File: config.mk
export PLATFORM = sky130hd
export DESIGN_NAME = dcd_ctrl
export DESIGN_NICKNAME = d
export VERILOG_FILES = /design/src/sv/dcd_pkg.sv /design/src/sv/dcd_ctrl.sv
export SDC_FILE = /design/constraint.sdc
export NUM_CORES = 1
export LEC_CHECK = 0
export BUFFER_PORTS_ARGS = -buffer_cell sky130_fd_sc_hd__buf_2
export CAP_MARGIN = 25
export CELL_PAD_IN_SITES_DETAIL_PLACEMENT = 0
export CELL_PAD_IN_SITES_GLOBAL_PLACEMENT = 2
export CORE_MARGIN = 10
export CORE_UTILIZATION = 21
export DETAILED_ROUTE_END_ITERATION = 8
export PLACE_DENSITY = 0.74
export SLEW_MARGIN = 10
export SYNTH_ARGS = -nofsm -noshare
export SYNTH_HDL_FRONTEND = slang
export SYNTH_SLANG_ARGS = --single-unit
File: constraint.sdc
create_clock -name clk_i -period 1.8 [get_ports clk_i]
set_input_delay 0.54 -clock clk_i [delete_from_list [all_inputs] [get_ports clk_i]]
set_output_delay 0.54 -clock clk_i [all_outputs]
set_load 0.02 [all_outputs]
File: src/sv/dcd_pkg.sv
// ---------------------------------------------------------------------------
// dcd_pkg: shared types and constants of the directed cycle detector
// Sizes of the node and edge stores, link encoding, control/status bundles.
// ---------------------------------------------------------------------------
`timescale 1ns / 1ps
`default_nettype none

package dcd_pkg;

  localparam int unsigned MAX_NODES = 256;
  localparam int unsigned MAX_EDGES = 1024;

  localparam int unsigned NODE_W  = $clog2(MAX_NODES);  // node index
  localparam int unsigned EDGE_W  = $clog2(MAX_EDGES);  // edge store address
  localparam int unsigned LINK_W  = EDGE_W + 1;         // edge index or empty marker
  localparam int unsigned CNT_W   = NODE_W + 1;         // node count
  localparam int unsigned DEPTH_W = NODE_W + 1;         // search stack depth

  localparam logic [LINK_W-1:0] EMPTY_LINK = LINK_W'(MAX_EDGES);

  // controller -> datapath
  typedef struct packed {
    logic cap_in;          // capture input fields
    logic head_rd_src;     // read chain head at incoming source node
    logic load_commit;     // store edge, relink chain head
    logic set_drop;        // reject edge
    logic chk_init;        // reset check counters
    logic clr_step;        // clear one mark entry
    logic start_inc;       // next start node
    logic root;            // open search at start node
    logic head_to_cursor;  // cursor <= chain head read data
    logic edge_take;       // cursor <= next link, latch target
    logic mark_rd_tgt;     // mark read at edge target (else start node)
    logic push;            // descend into target node
    logic pop;             // leave top node
    logic stack_to_top;    // restore top from stack read data
    logic set_found;       // back edge seen
    logic out_load;        // load result register
  } dcd_ctl_t;

  // datapath -> controller
  typedef struct packed {
    logic ld_ok;
    logic n_zero;
    logic clr_last;
    logic start_end;
    logic mark_seen;
    logic mark_onpath;
    logic cursor_end;
    logic depth_last;
    logic depth_full;
    logic tgt_out;
    logic out_free;
  } dcd_sts_t;

endpackage : dcd_pkg

`default_nettype wire

File: src/sv/dcd_ctrl.sv
// ---------------------------------------------------------------------------
// dcd_ctrl: sequencer of the directed cycle detector
// Runs edge loads, the mark clear sweep and the stack-based depth-first walk.
// ---------------------------------------------------------------------------
`timescale 1ns / 1ps
`default_nettype none

module dcd_ctrl
  import dcd_pkg::*;
(
  input  wire logic     clk_i,
  input  wire logic     rst_ni,
  input  wire logic     in_valid_i,
  input  wire logic     cmd_i,
  input  wire dcd_sts_t sts_i,
  output logic          in_stall_o,
  output dcd_ctl_t      ctl_o
);

  localparam logic [3:0] S_IDLE    = 4'd0;
  localparam logic [3:0] S_LOAD    = 4'd1;
  localparam logic [3:0] S_CLEAR   = 4'd2;
  localparam logic [3:0] S_OUT_RD  = 4'd3;
  localparam logic [3:0] S_OUT_CHK = 4'd4;
  localparam logic [3:0] S_HEAD    = 4'd5;
  localparam logic [3:0] S_EDGE    = 4'd6;
  localparam logic [3:0] S_EDGE_WT = 4'd7;
  localparam logic [3:0] S_MARK    = 4'd8;
  localparam logic [3:0] S_POP     = 4'd9;
  localparam logic [3:0] S_FIN     = 4'd10;

  logic [3:0] state_q, state_d;

  assign in_stall_o = (state_q != S_IDLE);

  always_comb begin
    ctl_o   = '0;
    state_d = state_q;
    unique case (state_q)
      S_IDLE: begin
        if (in_valid_i) begin
          ctl_o.cap_in = 1'b1;
          if (cmd_i) begin
            ctl_o.chk_init = 1'b1;
            state_d        = S_CLEAR;
          end else begin
            ctl_o.head_rd_src = 1'b1;
            state_d           = S_LOAD;
          end
        end
      end
      S_LOAD: begin
        if (sts_i.ld_ok) begin
          ctl_o.load_commit = 1'b1;
        end else begin
          ctl_o.set_drop = 1'b1;
        end
        state_d = S_IDLE;
      end
      S_CLEAR: begin
        if (sts_i.n_zero) begin
          state_d = S_FIN;
        end else begin
          ctl_o.clr_step = 1'b1;
          if (sts_i.clr_last) state_d = S_OUT_RD;
        end
      end
      S_OUT_RD: begin
        if (sts_i.start_end) begin
          state_d = S_FIN;
        end else begin
          state_d = S_OUT_CHK;
        end
      end
      S_OUT_CHK: begin
        if (sts_i.mark_seen) begin
          ctl_o.start_inc = 1'b1;
          state_d         = S_OUT_RD;
        end else begin
          ctl_o.root = 1'b1;
          state_d    = S_HEAD;
        end
      end
      S_HEAD: begin
        ctl_o.head_to_cursor = 1'b1;
        state_d              = S_EDGE;
      end
      S_EDGE: begin
        if (sts_i.cursor_end) begin
          ctl_o.pop = 1'b1;
          if (sts_i.depth_last) begin
            ctl_o.start_inc = 1'b1;
            state_d         = S_OUT_RD;
          end else begin
            state_d = S_POP;
          end
        end else begin
          state_d = S_EDGE_WT;
        end
      end
      S_EDGE_WT: begin
        ctl_o.edge_take = 1'b1;
        if (sts_i.tgt_out) begin
          state_d = S_EDGE;
        end else begin
          ctl_o.mark_rd_tgt = 1'b1;
          state_d           = S_MARK;
        end
      end
      S_MARK: begin
        priority if (sts_i.mark_onpath) begin
          ctl_o.set_found = 1'b1;
          state_d         = S_FIN;
        end else if (!sts_i.mark_seen && !sts_i.depth_full) begin
          ctl_o.push = 1'b1;
          state_d    = S_HEAD;
        end else begin
          state_d = S_EDGE;
        end
      end
      S_POP: begin
        ctl_o.stack_to_top = 1'b1;
        state_d            = S_EDGE;
      end
      S_FIN: begin
        if (sts_i.out_free) begin
          ctl_o.out_load = 1'b1;
          state_d        = S_IDLE;
        end
      end
      default: state_d = S_IDLE;
    endcase
  end

  always_ff @(posedge clk_i or negedge rst_ni) begin
    if (!rst_ni) begin
      state_q <= S_IDLE;
    end else begin
      state_q <= state_d;
    end
  end

endmodule : dcd_ctrl

`default_nettype wire

# Yosys cells after proc, flatten, opt, wreduce, memory -nomap -nowiden
# Index checks and enable logic that the tools add are counted.
# word_totals
ff_bits,4
in_bits,15
output_inout_bits,17
wordCells,64
# classes
eq_ne,13
mux,43
reduce_logical,7
# op_table
op,count
two-way mux 4 bit,9
case mux 4 bit (9 select lines),1
two-way mux 1 bit,25
"== test 4 x 3 -> 1 bit, second input constant",4
"== test 4 bit, second input constant",3
two-way mux 2 bit,6
"== test 4 x 2 -> 1 bit, second input constant",2
"== test 4 x 1 -> 1 bit, second input constant",1
zero test 4 bit,1
"!= test 2 bit, second input constant",2
nonzero test 4 bit,1
two-way mux 3 bit,1
"!= test 3 bit, second input constant",1
AND reduction 3 bit,1
zero test 1 bit,2
case mux 1 bit (2 select lines),1
OR reduction 2 bit,1
logical AND 1 bit,1

# Logic depth before layout (Yosys ltp)
# Gate-level depths: netlist of the first run.
# logic_depth
depth_word,5
depth_mapped,5
mapped_depth_nobuf,4

# Worst setup path after synthesis of the first run
# No wires, ideal clock.
# synth_timing
kind,register to output
start,register state_q[1]
end,output port ctl_o[13] (netlist name)
t_arrival_ps,1616
required_ps,1260
path_slack_ps,-356
stages_incl_launch_ff,5
n_path_buf,2
cell_sequence,dfrtp_1 > buf_2 > buf_2 > nand2b_1 > nor4b_1
# synth_lines
element,line_no,rtl
from (decl),dcd_ctrl.sv:32,"logic [3:0] state_q, state_d;"
from (signal assigned),dcd_ctrl.sv:139,state_q <= state_d;
to (decl),dcd_ctrl.sv:17,output dcd_ctl_t ctl_o

==> impl_metrics.toml, run 1 <==
[status]
status = "finished, violations left"
violations = "setup timing"

[floorplan]
dieArea_mm2 = 0.005177
die_x_um = 71.95
start_util_pct = 22.47
boundaryPins = 32
core_mm2 = 0.002522
placementRows = 18
die_height_um = 71.95

[routing]
dr.pass1.iters = 5
drcViolationCount = 0
routed-via-count = 837
post_drt_wl_per_cell_um = 15.46
wl_um = 2597
drtIter0Drc = 8
ant_nets = 0
drt-vias-per-instance = 4.982

[critical_path]
end_kind = "output pin"
slowest_stage = "or3_4"
critical_path.top_delay_family = "simple AND/OR/NAND/NOR gates"
crit_buf_inv = 2
critPathLaunchType = "input pin"
cp_max_fo = 2
cp-startpoint = "sts_i[5]"
slowest_delay_ps = 400
path_cells = "buf_6, or3_4, nor4_4, buf_4"
timing.rr.start = "state_q[1]$_DFFE_PN0P_"
crit_type = "input pin to output pin"
cp.arrival_ps = 1370
cp_data_required_time_ps = 1260

[place]
dpl_cell_area_um2 = 854.6
io_buffers = 31
hpwl_um = 1722
gp_congestion = 0.7775

[sta]
maxSlewHeadroom_pct = 75.59
fin_ws_ps = -112.8
hold_viol_final = 0
finalCritPeriodShare_pct = 106.3
skew_ps = 8.168
fmax_mhz = 522.8
slew_violations = 0
grt_setup_unrepaired = "yes"
period_needed_ps = 1913
tightest_slew_ps = 356.9
setup_violations = 10

[global_routing]
gr-max-usage-layer = "met2"
grt_pass1_wl_um = 3843
grt_pass1_vias = 847
antenna_found_initial = 0
grtUsageMet2_pct = 14.80
overflow = 0
grt_use_met3_pct = 2.177
grt_max_degree = 14
grt_usage_pct = 8.822
met1_usage_pct = 10.18

[clocking]
cts_root_buf = "clkbuf_4"
htreeDepth = 1
cts_sinks = 4
cts_hold_buf = 0
insertion_delay_ps = 240
clk_pin_slew_ps = 40
cts_tree = "yes"
cts_made_buffers = 3
clock_path_buffers = 2

[pwr]
p_leak_uw = 0.0005846
power_density_mw_per_mm2 = 1358
irDropWorstVdd_mv = 0.6798

[logic_synthesis]
ys_top_cells_by_count = "nor2_1 (8), nor3_1 (7), buf_2 (6), nand2_1 (6), nor2b_1 (6)"
synth_top_cell_area_share_pct = 17.66
synth_edf_count = 0
synthesis.nets = 94
synth_largest_area_cell = "dfrtp_1"
async_flop_share_pct = 100.0
yosysWarnings = 0
synth_area_um2 = 566.8
ys.flop_type = "dfrtp_1"
ys_ff_latch = 4
postSynthCellCount = 79
ys_top_cells_by_area = "dfrtp_1 (18%), nor2b_1 (6.6%), nor3_1 (6.2%), nand2b_1 (5.5%), buf_2 (5.3%)"
yosysMostFrequentCell = "nor2_1"
synth_cell_types = 33
avgSynthCellArea_um2 = 7.175
synth_seq_area_share_pct = 17.66

[finish]
syn2layout_area_growth_pct = 127.2
insertedDiodeCount = 0
final_layout_size_suffix_gt1_share_pct = 66.67
reg.largest.list = "state_q x4"
finalNetCount = 155
largest_register_ffs = 4
final_util_pct = 51.04
seq_area_um2 = 105.1
multi_input_area_um2 = 561.8
fillers = 234
regMostFlops = "state_q"
finalInstanceArea_mm2 = 0.001287

[min_path]
hold_class = "input pin to async pin"

[run]
cap_violations = 0
==> routing by layer <==
| metal | up-vias | share of wire [%] |
|---|---|---|
| met5 | - | 0 |
| met4 | 0 | 1.4 |
| met3 | 4 | 5.7 |
| met2 | 28 | 47 |
| met1 | 398 | 45 |
| li1 | 407 | - |
==> cells by family (layout without fill, tap and decap cells) <==
family / Yosys count / after routing / share of synthesized area, %
flip-flops: 4 / 4 / 17.66
AND/OR/NAND/NOR: 44 / 44 / 45.70
AO/OA/AOI/OAI: 17 / 17 / 22.30
multiplexers: 2 / 2 / 3.753
buffers and inverters: 12 / 71 / 10.60
==> report_power, final <==
part | total (uW) | internal (uW) | switching, uW | leakage (uW)
Combinational | 1430 | 783 | 649 | 0.000524
Sequential | 202 | 131 | 71.3 | 0.0000465
Clock | 114 | 74.7 | 39.6 | 0.0000138
Total | 1750 | 989 | 759 | 0.000585
==> path summary, 6_finish.rpt <==
path	end	slack [ps]	cells past startpoint
worst max register to register	state_q[1]$_DFFE_PN0P_	-10	8
min in group clk_i	state_q[3]$_DFFE_PN0P_	720	4
max in group asynchronous	state_q[3]$_DFFE_PN0P_	1580	1
worst min register to register	state_q[0]$_DFFE_PN0P_	790	4
worst max-delay path	ctl_o[4]	-110	4
worst min-delay path	state_q[2]$_DFFE_PN0P_	90	1
==> placed cells by master (no fill, tap or decap), types with 2 or more instances in the layout <==
cell       count
o22ai_1        4
clkbuf_16      2
nor2_1         5
nor2b_1        5
inv_1          5
nor4_4         3
a21oi_1        2
buf_8          3
nor4b_4        2
dfrtp_2        4
nor2_2         2
buf_2         14
buf_6          9
clkbuf_4       3
nand2b_4       4
nand2_1        5
nor3_1         4
buf_4         34
nor3_2         2
==> timing repair <==
item                                   4_1_cts  5_1_grt
buffers inserted                             6       12
gates resized for setup                     34       25
cloned                                       0        2
pin swaps                                    1        7
setup endpoints to repair                   16       17
endpoints found under the hold margin        0        0
==> cell type report <==
type	count	area share [%]
multi-input cells	63	43.63
repair buffers	63	42.08
flip-flops and latches	4	8.163
well taps	30	2.915
clock buffers	3	1.749
inverters	5	1.458
==> metrics by stage <==
step	total power [uW]	cells	hold WS [ps]	TNS, ps	setup WS, ps
5_1_grt	1856	168	91.86	-1085	-173.7
2_1_floorplan	734.0	79	244.4	-225.7	-117.0
3_3_place_gp	1029	145	342.6	-188.2	-181.7
4_1_cts	1358	154	94.74	-654.0	-119.7
6_report	1748	168	88.78	-491.1	-112.8
3_5_place_dp	1027	145	344.6	-196.5	-184.6
Power figures use the tool's default switching activity.
==> run 2: changes to the inputs <==
==> constraint.sdc (replaced) <==
create_clock -name clk_i -period 1.8 [get_ports clk_i]
set_input_delay 0.54 -clock clk_i [delete_from_list [all_inputs] [get_ports clk_i]]
set_output_delay 0.54 -clock clk_i [all_outputs]
set_load 0.05 [all_outputs]
==> impl_metrics.toml, run 2 (synthesis results as in run 1) <==
[status]
status = "finished, violations left"
violations = "setup timing"

[pwr]
switching_share_pct = 48.68
irDropWorstVdd_mv = 0.8509
internal-power_uw = 986.3
p_leak_uw = 0.0006058
power_density_mw_per_mm2 = 1385
switchingPower_uw = 935.5
p_clk_share_pct = 6.2
seqPwrFrac_pct = 10.8
p_comb_share_pct = 83.0
p_total_uw = 1922

[clocking]
cts_tree = "yes"
htreeDepth = 1
cts_root_buf = "clkbuf_4"
clock_path_buffers = 2
cts_hold_buf = 0
cts_made_buffers = 3
cts_sinks = 4
insertion_delay_ps = 240
clk_pin_slew_ps = 40

[routing]
wl_met2_um = 1228
drtIter0Drc = 22
post_drt_wl_per_cell_um = 14.51
drcViolationCount = 0
routed-via-count = 821
drt-vias-per-instance = 4.887
wl_met3_um = 129
routed.top_layer = "met3"
wl_um = 2437
ant_nets = 0
met1Wirelength_um = 1079
dr.pass1.iters = 4

[floorplan]
start_util_pct = 22.47
die_height_um = 71.95
core_mm2 = 0.002522
placementRows = 18
dieArea_mm2 = 0.005177
boundaryPins = 32
die_x_um = 71.95

[finish]
finalInstanceArea_mm2 = 0.001388
layout_common_cells = "buf_6 (29), buf_4 (16), buf_2 (12)"
reg.largest.list = "state_q x4"
syn2layout_area_growth_pct = 144.8
finalNetCount = 154
final_layout_size_suffix_gt1_share_pct = 67.39
largest_register_ffs = 4
insertedDiodeCount = 0
regMostFlops = "state_q"
fillers = 236
layout_commonest_cell = "buf_6"

[global_routing]
grt_max_degree = 9
antenna_found_initial = 0
overflow = 0
grt_pass1_wl_um = 4077
grt_pass1_vias = 852
grt_usage_pct = 9.204

[critical_path]
end_kind = "output pin"
cp_data_required_time_ps = 1260
slowest_stage = "or3_4"
path_cells = "buf_6, or3_4, nor4_4, buf_6"
crit_type = "input pin to output pin"
cp.arrival_ps = 1430
critPathLaunchType = "input pin"
cp_max_fo = 2
crit_top_cell = "buf_6"
slowest_delay_ps = 400

[sta]
maxSlewHeadroom_pct = 72.71
setup_violations = 14
finalCritPeriodShare_pct = 109.2
slew_violations = 0
whs_ps = 95.86
hold_viol_final = 0
fmax_mhz = 508.7
period_needed_ps = 1966
grt_setup_unrepaired = "yes"
tightest_slew_ps = 399.0
fin_ws_ps = -165.9
skew_ps = 8.385

[place]
gp_congestion = 0.7525
hpwl_um = 1957
io_buffers = 31
dpl_cell_area_mm2 = 0.001091
post-place-ws_ps = -260.5

[run]
cap_violations = 0

[min_path]
hold_class = "input pin to async pin"
run 2: changes by cell type in the layout (fill, tap and decap cells not counted), moves of 2 or more:
cell,delta
buf_2,-2
buf_4,-18
buf_6,+20
buf_8,+2
clkbuf_16,-2
nor2_1,-2
nor2_2,-2
nor2_4,+4
nor3_2,-2
nor3_4,+3
run 2: layout make-up:
type / instances / area [um2] / area share [%]
repair buffers: 62 / 581.8 / 41.93
well taps: 30 / 37.54 / 2.705
inverters: 5 / 18.77 / 1.353
multi-input cells: 63 / 619.3 / 44.63
clock buffers: 4 / 26.28 / 1.894
flip-flops and latches: 4 / 103.9 / 7.484
run 2: worst paths after layout:
check	end	slack [ps]	cells after the start	start
max	ctl_o[4]	-170	4	sts_i[5]
min	state_q[3]$_DFFE_PN0P_	100	1	rst_ni
max reg2reg	state_q[1]$_DFFE_PN0P_	140	6	state_q[3]$_DFFE_PN0P_
min reg2reg	state_q[3]$_DFFE_PN0P_	670	3	state_q[3]$_DFFE_PN0P_
max in group asynchronous	state_q[1]$_DFFE_PN0P_	1570	1	rst_ni
min in group clk_i	state_q[3]$_DFFE_PN0P_	670	3	state_q[3]$_DFFE_PN0P_
run 2: through the flow:
stage | cells | utilization [%] | TNS, ps
final | 168 | 55.01 | -1341
after global routing | 168 | 55.01 | -2532
after CTS | 166 | 52.68 | -1362
after detailed placement | 158 | 43.25 | -473.6
after global placement | 158 | 43.25 | -447.8
after floorplan | 79 | - | -709.1
run 2: power groups by stage:
stage	combinational, uW	sequential (uW)	clock (uW)
floorplan	954	161	0
global placement	1310	186	0
detailed placement	1310	186	0
CTS	1530	203	128
global route	1700	215	144
finish	1600	207	120
run 2: critical path, delay by kind of cell:
| family | cells | cell delay [ps] |
|---|---|---|
| buffers and inverters | 2 | 290 |
| AND/OR/NAND/NOR | 2 | 590 |
run 2: metal layers:
layer / GRT usage (%) / vias to the layer above
li1: - / 415
met1: 11.80 / 386
met2: 15.00 / 20
met3: 2.041 / 0
met4: 2.581 / 0
met5: 0 / -
run 2: repair_timing:
action                     4_1_cts  5_1_grt
gates resized for setup         54       11
setup endpoints to repair       17       17
pin swaps                        5        3
setup buffers                    5        2
